**src/design/lr_pkg.sv**
```systemverilog
// Shared types and constants for the line rasterizer.
package lr_pkg;

    localparam int COORD_W = 6;
    localparam int INDEX_W = 12;
    localparam int COLOR_W = 32;

    localparam int Q_DEPTH = 2;
    localparam int Q_PTR_W = 1;
    localparam int Q_CNT_W = 2;

    // One classified line, ready for the walker.
    typedef struct packed {
        logic [COORD_W-1:0] x;
        logic [COORD_W-1:0] y;
        logic               x_inc;
        logic               y_inc;
        logic               shallow;
        logic [COORD_W-1:0] d_major;
        logic [COORD_W-1:0] d_minor;
        logic [COLOR_W-1:0] color;
    } t_job;

    typedef struct packed {
        logic               full;
        logic               empty;
        logic [Q_CNT_W-1:0] count;
    } t_q_stat;

    typedef enum logic [1:0] {
        ST_IDLE = 2'b01,
        ST_RUN  = 2'b10
    } t_walk_state;

endpackage

```
**src/design/lr_front.sv**
```systemverilog
// Front end: clamps the end points, derives deltas and step directions, queues the job.
module lr_front #(
    parameter int SCREEN_WIDTH  = 64,
    parameter int SCREEN_HEIGHT = 64
) (
    input  logic                         i_in_valid,
    output logic                         o_in_ready,
    input  logic [lr_pkg::COORD_W-1:0]   i_x_start,
    input  logic [lr_pkg::COORD_W-1:0]   i_y_start,
    input  logic [lr_pkg::COORD_W-1:0]   i_x_end,
    input  logic [lr_pkg::COORD_W-1:0]   i_y_end,
    input  logic [lr_pkg::COLOR_W-1:0]   i_line_color,
    input  lr_pkg::t_q_stat              i_q_stat,
    output logic                         o_push,
    output lr_pkg::t_job                 o_job
);

    localparam logic [lr_pkg::COORD_W-1:0] X_MAX = lr_pkg::COORD_W'(SCREEN_WIDTH - 1);
    localparam logic [lr_pkg::COORD_W-1:0] Y_MAX = lr_pkg::COORD_W'(SCREEN_HEIGHT - 1);

    logic [lr_pkg::COORD_W-1:0] xs, ys, xe, ye, dx, dy;
    logic                       x_inc, y_inc, shallow;

    always_comb begin
        xs = (i_x_start > X_MAX) ? X_MAX : i_x_start;
        ys = (i_y_start > Y_MAX) ? Y_MAX : i_y_start;
        xe = (i_x_end   > X_MAX) ? X_MAX : i_x_end;
        ye = (i_y_end   > Y_MAX) ? Y_MAX : i_y_end;
        x_inc   = (xe >= xs);
        y_inc   = (ye >= ys);
        dx      = x_inc ? (xe - xs) : (xs - xe);
        dy      = y_inc ? (ye - ys) : (ys - ye);
        shallow = (dx > dy);

        o_job.x       = xs;
        o_job.y       = ys;
        o_job.x_inc   = x_inc;
        o_job.y_inc   = y_inc;
        o_job.shallow = shallow;
        o_job.d_major = shallow ? dx : dy;
        o_job.d_minor = shallow ? dy : dx;
        o_job.color   = i_line_color;
    end

    assign o_in_ready = !i_q_stat.full;
    // zero-length lines are taken and dropped here
    assign o_push = i_in_valid && o_in_ready && (o_job.d_major != '0);

endmodule

```
**src/design/lr_queue.sv**
```systemverilog
// Two-entry job queue between the front end and the walker.
module lr_queue (
    input  logic            i_clk,
    input  logic            i_rst_n,
    input  logic            i_push,
    input  lr_pkg::t_job    i_job,
    input  logic            i_pop,
    output lr_pkg::t_job    o_job,
    output lr_pkg::t_q_stat o_stat
);

    lr_pkg::t_job               r_mem [lr_pkg::Q_DEPTH];
    logic [lr_pkg::Q_PTR_W-1:0] r_wptr, n_wptr, r_rptr, n_rptr;
    logic [lr_pkg::Q_CNT_W-1:0] r_count, n_count;

    always_comb begin
        n_wptr  = r_wptr;
        n_rptr  = r_rptr;
        n_count = r_count;
        if (i_push) begin
            n_wptr = r_wptr + 1'b1;
        end
        if (i_pop) begin
            n_rptr = r_rptr + 1'b1;
        end
        if (i_push && !i_pop) begin
            n_count = r_count + 1'b1;
        end else if (!i_push && i_pop) begin
            n_count = r_count - 1'b1;
        end
    end

    always_ff @(posedge i_clk) begin
        if (!i_rst_n) begin
            r_wptr  <= '0;
            r_rptr  <= '0;
            r_count <= '0;
        end else begin
            r_wptr  <= n_wptr;
            r_rptr  <= n_rptr;
            r_count <= n_count;
        end
    end

    always_ff @(posedge i_clk) begin
        if (i_push) begin
            r_mem[r_wptr] <= i_job;
        end
    end

    assign o_job        = r_mem[r_rptr];
    assign o_stat.full  = (r_count == lr_pkg::Q_CNT_W'(lr_pkg::Q_DEPTH));
    assign o_stat.empty = (r_count == '0);
    assign o_stat.count = r_count;

endmodule

```
**src/design/lr_walk.sv**
```systemverilog
// Back end: Bresenham error walk, one pixel per cycle into an output register while not stalled.
module lr_walk #(
    parameter int SCREEN_WIDTH = 64
) (
    input  logic                         i_clk,
    input  logic                         i_rst_n,
    input  lr_pkg::t_q_stat              i_q_stat,
    input  lr_pkg::t_job                 i_job,
    output logic                         o_pop,
    output logic                         o_out_valid,
    input  logic                         i_out_ready,
    output logic [lr_pkg::INDEX_W-1:0]   o_pixel_index,
    output logic [lr_pkg::COLOR_W-1:0]   o_pixel_color,
    output logic                         o_last_pixel
);

    localparam logic [lr_pkg::INDEX_W-1:0] ROW_PITCH = lr_pkg::INDEX_W'(SCREEN_WIDTH);

    lr_pkg::t_walk_state          r_state, n_state;
    lr_pkg::t_job                 r_job;
    logic [lr_pkg::COORD_W-1:0]   r_x, r_y, r_cnt;
    logic signed [lr_pkg::COORD_W:0] r_e, e_t, n_e;
    logic [lr_pkg::COORD_W-1:0]   n_x, n_y;
    logic                         minor_step, adv;
    logic                         r_out_valid;
    logic [lr_pkg::INDEX_W-1:0]   r_index, pix_index;
    logic [lr_pkg::COLOR_W-1:0]   r_color;
    logic                         r_last;

    assign o_pop = (r_state == lr_pkg::ST_IDLE) && !i_q_stat.empty;
    assign adv   = (r_state == lr_pkg::ST_RUN) && (!r_out_valid || i_out_ready);

    always_comb begin
        e_t        = r_e - $signed({1'b0, r_job.d_minor});
        minor_step = e_t[lr_pkg::COORD_W];
        n_e        = minor_step ? (e_t + $signed({1'b0, r_job.d_major})) : e_t;
        n_x = r_x;
        n_y = r_y;
        if (r_job.shallow || minor_step) begin
            n_x = r_job.x_inc ? (r_x + 1'b1) : (r_x - 1'b1);
        end
        if (!r_job.shallow || minor_step) begin
            n_y = r_job.y_inc ? (r_y + 1'b1) : (r_y - 1'b1);
        end
        pix_index = lr_pkg::INDEX_W'(r_x) + ROW_PITCH * lr_pkg::INDEX_W'(r_y);
    end

    always_comb begin
        n_state = r_state;
        case (r_state)
            lr_pkg::ST_IDLE: begin
                if (o_pop) begin
                    n_state = lr_pkg::ST_RUN;
                end
            end
            lr_pkg::ST_RUN: begin
                if (adv && r_cnt == lr_pkg::COORD_W'(1)) begin
                    n_state = lr_pkg::ST_IDLE;
                end
            end
            default: n_state = lr_pkg::ST_IDLE;
        endcase
    end

    always_ff @(posedge i_clk) begin
        if (!i_rst_n) begin
            r_state     <= lr_pkg::ST_IDLE;
            r_out_valid <= 1'b0;
        end else begin
            r_state <= n_state;
            if (adv) begin
                r_out_valid <= 1'b1;
            end else if (i_out_ready) begin
                r_out_valid <= 1'b0;
            end
        end
    end

    always_ff @(posedge i_clk) begin
        if (o_pop) begin
            r_job <= i_job;
            r_x   <= i_job.x;
            r_y   <= i_job.y;
            r_cnt <= i_job.d_major;
            r_e   <= $signed({2'b00, i_job.d_major[lr_pkg::COORD_W-1:1]});
        end else if (adv) begin
            r_x   <= n_x;
            r_y   <= n_y;
            r_e   <= n_e;
            r_cnt <= r_cnt - 1'b1;
        end
        if (adv) begin
            r_index <= pix_index;
            r_color <= r_job.color;
            r_last  <= (r_cnt == lr_pkg::COORD_W'(1));
        end
    end

    assign o_out_valid   = r_out_valid;
    assign o_pixel_index = r_index;
    assign o_pixel_color = r_color;
    assign o_last_pixel  = r_last;

endmodule

```
**src/design/line_rasterizer.sv**
```systemverilog
// Top level of the Bresenham line rasterizer.
// Input channel (i_in_valid / o_in_ready) takes one segment per transfer: start
// and end coordinates and a 32-bit color. Output channel (o_out_valid /
// i_out_ready) gives one framebuffer write per transfer: word index
// x + SCREEN_WIDTH*y, the color, and o_last_pixel on the final write of a line.
// A line gives max(|dx|,|dy|) writes; the end point is not drawn and a
// zero-length line is taken and gives nothing. Coordinates past the screen
// edge are saturated to the last column or row.
// The front end classifies a segment in the cycle it is taken and puts it in a
// two-entry queue; it keeps taking segments while the queue has room.
// The walker loads a job from the queue into its job register, then makes one
// pixel per cycle while the receiver accepts; it takes the next job only after
// the last pixel of the line before it.
// When the receiver stalls the output register holds and the walk pauses;
// the queue then fills and o_in_ready drops.
// Synchronous active-low reset empties the queue, idles the walker and
// clears o_out_valid.
module line_rasterizer #(
    parameter int SCREEN_WIDTH  = 64,
    parameter int SCREEN_HEIGHT = 64
) (
    input  logic                         i_clk,
    input  logic                         i_rst_n,
    input  logic                         i_in_valid,
    output logic                         o_in_ready,
    input  logic [lr_pkg::COORD_W-1:0]   i_x_start,
    input  logic [lr_pkg::COORD_W-1:0]   i_y_start,
    input  logic [lr_pkg::COORD_W-1:0]   i_x_end,
    input  logic [lr_pkg::COORD_W-1:0]   i_y_end,
    input  logic [lr_pkg::COLOR_W-1:0]   i_line_color,
    output logic                         o_out_valid,
    input  logic                         i_out_ready,
    output logic [lr_pkg::INDEX_W-1:0]   o_pixel_index,
    output logic [lr_pkg::COLOR_W-1:0]   o_pixel_color,
    output logic                         o_last_pixel
);

    lr_pkg::t_q_stat q_stat;
    lr_pkg::t_job    push_job, pop_job;
    logic            push, pop;

    lr_front #(
        .SCREEN_WIDTH  (SCREEN_WIDTH),
        .SCREEN_HEIGHT (SCREEN_HEIGHT)
    ) u_front (
        .i_in_valid   (i_in_valid),
        .o_in_ready   (o_in_ready),
        .i_x_start    (i_x_start),
        .i_y_start    (i_y_start),
        .i_x_end      (i_x_end),
        .i_y_end      (i_y_end),
        .i_line_color (i_line_color),
        .i_q_stat     (q_stat),
        .o_push       (push),
        .o_job        (push_job)
    );

    lr_queue u_queue (
        .i_clk   (i_clk),
        .i_rst_n (i_rst_n),
        .i_push  (push),
        .i_job   (push_job),
        .i_pop   (pop),
        .o_job   (pop_job),
        .o_stat  (q_stat)
    );

    lr_walk #(
        .SCREEN_WIDTH (SCREEN_WIDTH)
    ) u_walk (
        .i_clk         (i_clk),
        .i_rst_n       (i_rst_n),
        .i_q_stat      (q_stat),
        .i_job         (pop_job),
        .o_pop         (pop),
        .o_out_valid   (o_out_valid),
        .i_out_ready   (i_out_ready),
        .o_pixel_index (o_pixel_index),
        .o_pixel_color (o_pixel_color),
        .o_last_pixel  (o_last_pixel)
    );

`ifndef ASSERT_OFF
    a_no_push_full: assert property (@(posedge i_clk) disable iff (!i_rst_n)
        push |-> !q_stat.full)
        else $error("queue push while full");

    a_count_bound: assert property (@(posedge i_clk) disable iff (!i_rst_n)
        q_stat.count <= lr_pkg::Q_CNT_W'(lr_pkg::Q_DEPTH))
        else $error("queue count beyond depth");

    a_no_pop_empty: assert property (@(posedge i_clk) disable iff (!i_rst_n)
        pop |-> !q_stat.empty)
        else $error("queue pop while empty");

    a_out_hold: assert property (@(posedge i_clk) disable iff (!i_rst_n)
        o_out_valid && !i_out_ready |=> o_out_valid && $stable(o_pixel_index)
            && $stable(o_pixel_color) && $stable(o_last_pixel))
        else $error("write changed while stalled");
`endif

endmodule
```
**config.mk**
```make
export PLATFORM = sky130hd
export DESIGN_NAME = line_rasterizer
export DESIGN_NICKNAME = d
export VERILOG_FILES = /design/src/design/lr_pkg.sv /design/src/design/lr_front.sv /design/src/design/lr_queue.sv /design/src/design/lr_walk.sv /design/src/design/line_rasterizer.sv
export SDC_FILE = /design/constraint.sdc
export NUM_CORES = 1
export LEC_CHECK = 0
export ABC_AREA = 1
export BUFFER_PORTS_ARGS = -buffer_cell sky130_fd_sc_hd__buf_2
export CORE_ASPECT_RATIO = 2
export CORE_MARGIN = 10
export CORE_UTILIZATION = 59
export CTS_CLUSTER_DIAMETER = 50
export CTS_CLUSTER_SIZE = 12
export DETAILED_ROUTE_END_ITERATION = 8
export GPL_ROUTABILITY_DRIVEN = 0
export GPL_TIMING_DRIVEN = 0
export PLACE_DENSITY = 0.78
export SYNTH_ARGS = -nofsm -noshare
export SYNTH_HDL_FRONTEND = slang
export SYNTH_SLANG_ARGS = --single-unit
```
**constraint.sdc**
```tcl
create_clock -name i_clk -period 6.8 [get_ports i_clk]
set_input_delay 0.68 -clock i_clk [delete_from_list [all_inputs] [get_ports i_clk]]
set_output_delay 0.68 -clock i_clk [all_outputs]
set_load 0.01 [all_outputs]
```
==> flow_metrics.tcl, run 1 <==
set metrics [dict create \
    grt_overflow 0 \
    cts_resized 0 \
    cts.sinks 243 \
    first_iter_violations 369 \
    htreeDepth 1 \
    r2r_cells 6 \
    async_reset_ff_frac 0 \
    p_switching_uw 2073 \
    grtUsageTotal 0.1763 \
    required_ns 7.00 \
    combPwrFrac 0.379 \
    grt_pass1_wl_mm 34.37 \
    place.port_buffers 104 \
    pwr-share-clk 0.198 \
    placementRows 70 \
    p_per_area_nw_per_um2 467.0 \
    critical-path-slowest-cell "nor2_4" \
    dp.cells 1289 \
    syn_nets 1077 \
    slew_headroom 0.3252 \
    ys_types 40 \
    placed_area_um2 11810 \
    synth_flop_cell "edfxtp_1" \
    worst_setup_path_end_kind "register" \
    syn_avg_cell_area_um2 11.33 \
    ys_ff_latch 243 \
    yosysWarnings 0 \
    period_share 0.7284 \
    drv_slew 0 \
    post_cts_buffers 0 \
    hold_depth 1 \
    finalSetupTns_ns 0 \
    clk_pin_slew_worst_paths_ns 0.06 \
    arrival_ns 5.15 \
    grt_antenna_before_repair 1 \
    status "finished clean" \
    cts_buffer_depth 3 \
    p_sw_frac 0.3556 \
    internal-power_uw 3755 \
    design_area_um2 12480 \
    cts_hold_buffers 0 \
    area_growth_pct 14.17 \
    ys_seq_area_frac 0.6583 \
    die_x_um 116.3 \
    drive_gt1_frac 0.1662 \
    cts_tree "done" \
    die_y_um 212.5 \
    drc_errors 0 \
    clock_skew_ns 0.01050 \
    stdcell_count 1324 \
    synth-edff-count 233 \
    vdd_drop_max_mv 0.2037 \
    hold_violations 0 \
    worstSetupPathType "in -> reg" \
    netlist_instances 965 \
    num_vias 6996 \
    fin_nets 1211 \
    startpoint_type "input port" \
    initial_core_util 0.6001 \
    core_um2 18220 \
    p_leak_uw 0.005359 \
    grt_max_degree 45 \
    grt_pass1_vias 7200 \
    maxCapViolations 0 \
    ios 107 \
    setup_viol 0 \
    fmaxAchievable_ghz 0.2019 \
    layout_commonest_cell "nand2_1" \
    synth_area_um2 10930 \
    clkLatencyLatePin_ns 0.50 \
    firstDrtPassIters 5 \
    p_seq_frac 0.422 \
    final_cell_mix "301 x nand2_1, 233 x edfxtp_1, 107 x buf_2" \
    worst_path_largest_cell_delay_ns 0.69 \
    finalCriticalPeriod_ns 4.953 \
    grt_setup_unrepaired "false" \
    die-area_um2 24700 \
    ant_nets 0 \
    cts-buffers-inserted 24 \
    avgRoutedWirePerCell_um 16.27 \
    viasPerCell 5.284 \
    path_common_cell "nand2_1" \
    cts-root-buf "clkbuf_16" \
    worst-path-max-fanout 30 \
    dp_hpwl_mm 16.62 \
    routed_wl_mm 21.54 \
    hp-class "in -> reg" \
    worst_slew_pin_slew_ns 1.008 \
]
-- power by group through the flow --
stage               logic, uW  registers [uW]  clock network, uW
floorplan                1600            2470                  0
global placement         2070            2500                  0
CTS                      2230            2460               1180
detailed placement       2200            2490                  0
global route             2530            2500               1230
finish                   2210            2460               1160
-- per-layer routing --
| metal | global-route usage | part of all wire | vias to the layer above |
|---|---|---|---|
| li1 | - | - | 3491 |
| met1 | 0.1632 | 0.33 | 3248 |
| met2 | 0.3467 | 0.58 | 193 |
| met3 | 0.02427 | 0.045 | 64 |
| met4 | 0.09805 | 0.052 | 0 |
| met5 | 0 | 0 | - |
-- cell families (layout without fill, tap and decap cells) --
| family | Yosys count | count (layout) | synth area share |
|---|---|---|---|
| adder cells (fa/ha/maj) | 52 | 52 | 0.06501 |
| XOR/XNOR | 22 | 22 | 0.01763 |
| other | 0 | 1 | 0 |
| buffers and inverters | 141 | 283 | 0.04956 |
| AND/OR/NAND/NOR | 422 | 422 | 0.1641 |
| AO/OA/AOI/OAI | 85 | 85 | 0.04532 |
| flip-flops | 243 | 243 | 0.6583 |
-- metrics by stage --
step / total power (uW) / hold WS, ns / worst slack [ns] / util
2_1_floorplan: 4071 / 0.4003 / 0.5320 / -
3_3_place_gp: 4574 / 0.4008 / -1.508 / 0.6435
3_5_place_dp: 4690 / 0.4045 / 1.271 / 0.6484
4_1_cts: 5869 / 0.3476 / 1.801 / 0.6850
5_1_grt: 6261 / 0.3523 / 1.453 / 0.6851
6_report: 5828 / 0.3635 / 1.847 / 0.6851
-- synth_stat cells, types with 2 or more instances --
| cell | n | area share |
|---|---|---|
| o21a_1 | 2 | 0.0014 |
| ha_1 | 44 | 0.050 |
| and2_1 | 3 | 0.0017 |
| nor2_2 | 4 | 0.0023 |
| nand2_4 | 2 | 0.0021 |
| fa_1 | 8 | 0.015 |
| a21o_1 | 5 | 0.0034 |
| nand4_1 | 6 | 0.0034 |
| inv_2 | 5 | 0.0017 |
| o21bai_1 | 2 | 0.0014 |
| a21oi_1 | 26 | 0.012 |
| o211ai_1 | 4 | 0.0027 |
| nor2_4 | 2 | 0.0021 |
| xor2_1 | 19 | 0.015 |
| a31oi_1 | 8 | 0.0046 |
| nand2_1 | 301 | 0.10 |
| edfxtp_1 | 233 | 0.64 |
| o21ai_0 | 30 | 0.014 |
| o31ai_1 | 2 | 0.0014 |
| nor3_1 | 3 | 0.0014 |
| buf_1 | 4 | 0.0014 |
| xnor2_1 | 3 | 0.0024 |
| nand2_2 | 15 | 0.0086 |
| or2_2 | 7 | 0.0040 |
| dfxtp_1 | 10 | 0.018 |
| nand3_2 | 3 | 0.0027 |
| inv_1 | 94 | 0.032 |
| buf_2 | 3 | 0.0014 |
| clkbuf_1 | 33 | 0.011 |
| nor2_1 | 32 | 0.011 |
| nand3_1 | 43 | 0.020 |
-- final timing paths --
check / startpoint / end / slack [ns]
worst max-delay path: i_y_start[0] / u_queue.r_mem[0][17] / 1.85
worst min-delay path: i_line_color[22] / u_queue.r_mem[1][22] / 0.36
worst max register to register: u_queue.r_count[0] / u_walk.r_x[1] / 3.96
worst min register to register: u_walk.r_job[12] / u_walk.o_pixel_color[12] / 0.42
-- layout make-up --
type,instances,area (um^2)
flip-flops and latches,243,7197
fillers,1302,5737
multi-input cells,581,3201
clock buffers,33,655.6
repair buffers,108,600.6
inverters,99,371.6
well taps,216,270.3
plain buffers,42,171.4
clock inverters,1,11.26
diodes,1,2.502
-- worst max-delay path: cells and delay by family --
family,cells,cell delay (ns)
AND/OR/NAND/NOR,18,2.53
adder cells (fa/ha/maj),3,0.98
buffers and inverters,5,0.85
AO/OA/AOI/OAI,1,0.09
-- sequential cells by signal, summed over array words and instances (netlist names), named ones only --
| register | count |
|---|---|
| u_queue.r_wptr | 1 |
| u_walk.o_last_pixel | 1 |
| u_walk.o_out_valid | 1 |
| u_walk.r_y | 6 |
| u_queue.r_rptr | 1 |
| u_walk.r_x | 6 |
| u_walk.r_state | 2 |
| u_walk.o_pixel_color | 32 |
| u_walk.r_e | 7 |
| u_walk.o_pixel_index | 12 |
| u_queue.r_count | 2 |
| u_walk.r_job | 47 |
| u_walk.r_cnt | 6 |
| u_queue.r_mem | 118 |
No activity file was read; power rests on OpenSTA's default activity.
==> run 2: changes to the inputs <==
Settings changed: CORE_UTILIZATION 59 to 53, PLACE_DENSITY 0.78 to 0.74.
Clock period 6.8 ns to 4.25 ns, I/O delays scaled along.
==> flow_metrics.tcl, run 2 (same netlist as run 1, synthesis figures left out) <==
set metrics [dict create \
    grt_setup_unrepaired "true" \
    p_leak_uw 0.005368 \
    grtUsageTotal 0.1594 \
    clkLatencyLatePin_ns 0.51 \
    ios 107 \
    cts.sinks 243 \
    cts_tree "done" \
    worstSetupPathType "in -> reg" \
    dp_hpwl_mm 16.29 \
    finalCriticalPeriod_ns 4.179 \
    place.port_buffers 104 \
    final_cell_mix "297 x nand2_1, 233 x edfxtp_1, 107 x buf_2" \
    grt_overflow 0 \
    grt_pass1_wl_mm 34.32 \
    viasPerCell 5.032 \
    top_register "u_queue.r_mem" \
    required_ns 4.27 \
    n_fill_cell 1673 \
    routed_wl_mm 21.53 \
    firstDrtPassIters 4 \
    status "finished clean" \
    cts-buffers-inserted 24 \
    die_x_um 121.6 \
    path_common_cell "nand2_1" \
    cts-root-buf "clkbuf_16" \
    worst_setup_path_end_kind "register" \
    die-area_um2 27120 \
    avgRoutedWirePerCell_um 15.63 \
    design_area_um2 12640 \
    arrival_ns 4.20 \
    setup_viol 0 \
    fin_nets 1213 \
    drv_slew 0 \
    htreeDepth 1 \
    grt_max_degree 44 \
    drc_errors 0 \
    area_growth_pct 15.59 \
    p_per_area_nw_per_um2 739.9 \
    period_share 0.9832 \
    finalSetupTns_ns 0 \
    maxCapViolations 0 \
    placementRows 74 \
    startpoint_type "input port" \
    largest_reg_flops 118 \
    num_vias 6929 \
    clk_pin_slew_worst_paths_ns 0.06 \
    die_y_um 223.1 \
    core_um2 20370 \
    cts_buffer_depth 3 \
    layout_commonest_cell "nand2_1" \
    drive_gt1_frac 0.1784 \
    grt_pass1_vias 7203 \
    hp-class "in -> reg" \
    clock_skew_ns 0.009004 \
    worst-path-max-fanout 30 \
    first_iter_violations 344 \
    fmaxAchievable_ghz 0.2393 \
    placed_area_um2 11900 \
    worst_slew_pin_slew_ns 0.9481 \
    hold_violations 0 \
    slew_headroom 0.3656 \
    initial_core_util 0.5367 \
    worst_path_largest_cell_delay_ns 0.60 \
    critical-path-slowest-cell "clkinvlp_4" \
    vdd_drop_max_mv 0.4070 \
    ant_nets 0 \
    grt_antenna_before_repair 1 \
]
==> run 2: cell type report <==
type	count	area (um^2)	area share
timing repair inverter	1	7.507	0.0005941
buffer	42	171.4	0.01357
sequential	243	7197	0.5696
clock inverter	1	11.26	0.0008912
clock buffer	34	659.4	0.05218
antenna	1	2.502	0.0001980
inverter	99	380.4	0.03010
multi-input combinational	582	3273	0.2590
timing repair buffer	108	600.6	0.04753
tap	266	332.8	0.02634
==> run 2: power breakdown <==
| part | internal (uW) | switching, uW | leakage, uW | total [uW] |
|---|---|---|---|---|
| Clock | 1070 | 789 | 0.000325 | 1860 |
| Combinational | 1270 | 2290 | 0.00279 | 3550 |
| Sequential | 3700 | 240 | 0.00225 | 3940 |
==> run 2: layer usage <==
metal,share of wire,vias to the layer above,track usage
met3,0.045,61,0.02606
met5,0,-,0
met2,0.59,155,0.3291
li1,-,3494,-
met4,0.054,0,0.09123
met1,0.31,3219,0.1293
==> run 2: worst max-delay path, delay by kind of cell <==
| kind | cells | cell delay (ns) |
|---|---|---|
| compound gates | 1 | 0.08 |
| fa+ha+maj | 3 | 0.87 |
| buf+inv | 4 | 0.94 |
| simple gates | 17 | 1.85 |
==> run 2: repair_timing <==
item / 4_1_cts / 5_1_grt
cloned: 1 / 1
setup buffers: 0 / 1
hold buffers: 0 / 0
pin swaps: 3 / 1
endpoints found under the setup margin: 89 / 119
resized for setup: 7 / 1
==> run 2: through the flow <==
stage | util | total power (uW) | cells | worst slack (ns) | hold slack [ns]
after floorplan | - | 6531 | 965 | -0.04985 | 0.4003
after global placement | 0.5810 | 7342 | 1335 | -1.137 | 0.4010
after detailed placement | 0.5840 | 7483 | 1338 | -1.208 | 0.4061
after CTS | 0.6186 | 9400 | 1374 | -0.02575 | 0.08226
after global routing | 0.6203 | 10050 | 1377 | -0.2183 | 0.09211
final | 0.6203 | 9349 | 1377 | 0.07147 | 0.09919
==> run 2: worst paths after layout <==
path	endpoint	slack (ns)	depth (start not counted)	startpoint
setup reg to reg	u_walk.r_e[5]	1.45	14	u_walk.r_e[0]
setup / recovery	u_queue.r_mem[1][0]	0.07	25	i_y_start[0]
hold reg to reg	u_walk.o_pixel_color[16]	0.42	0	u_walk.r_job[16]
hold / removal	u_queue.r_mem[0][31]	0.1	1	i_line_color[31]
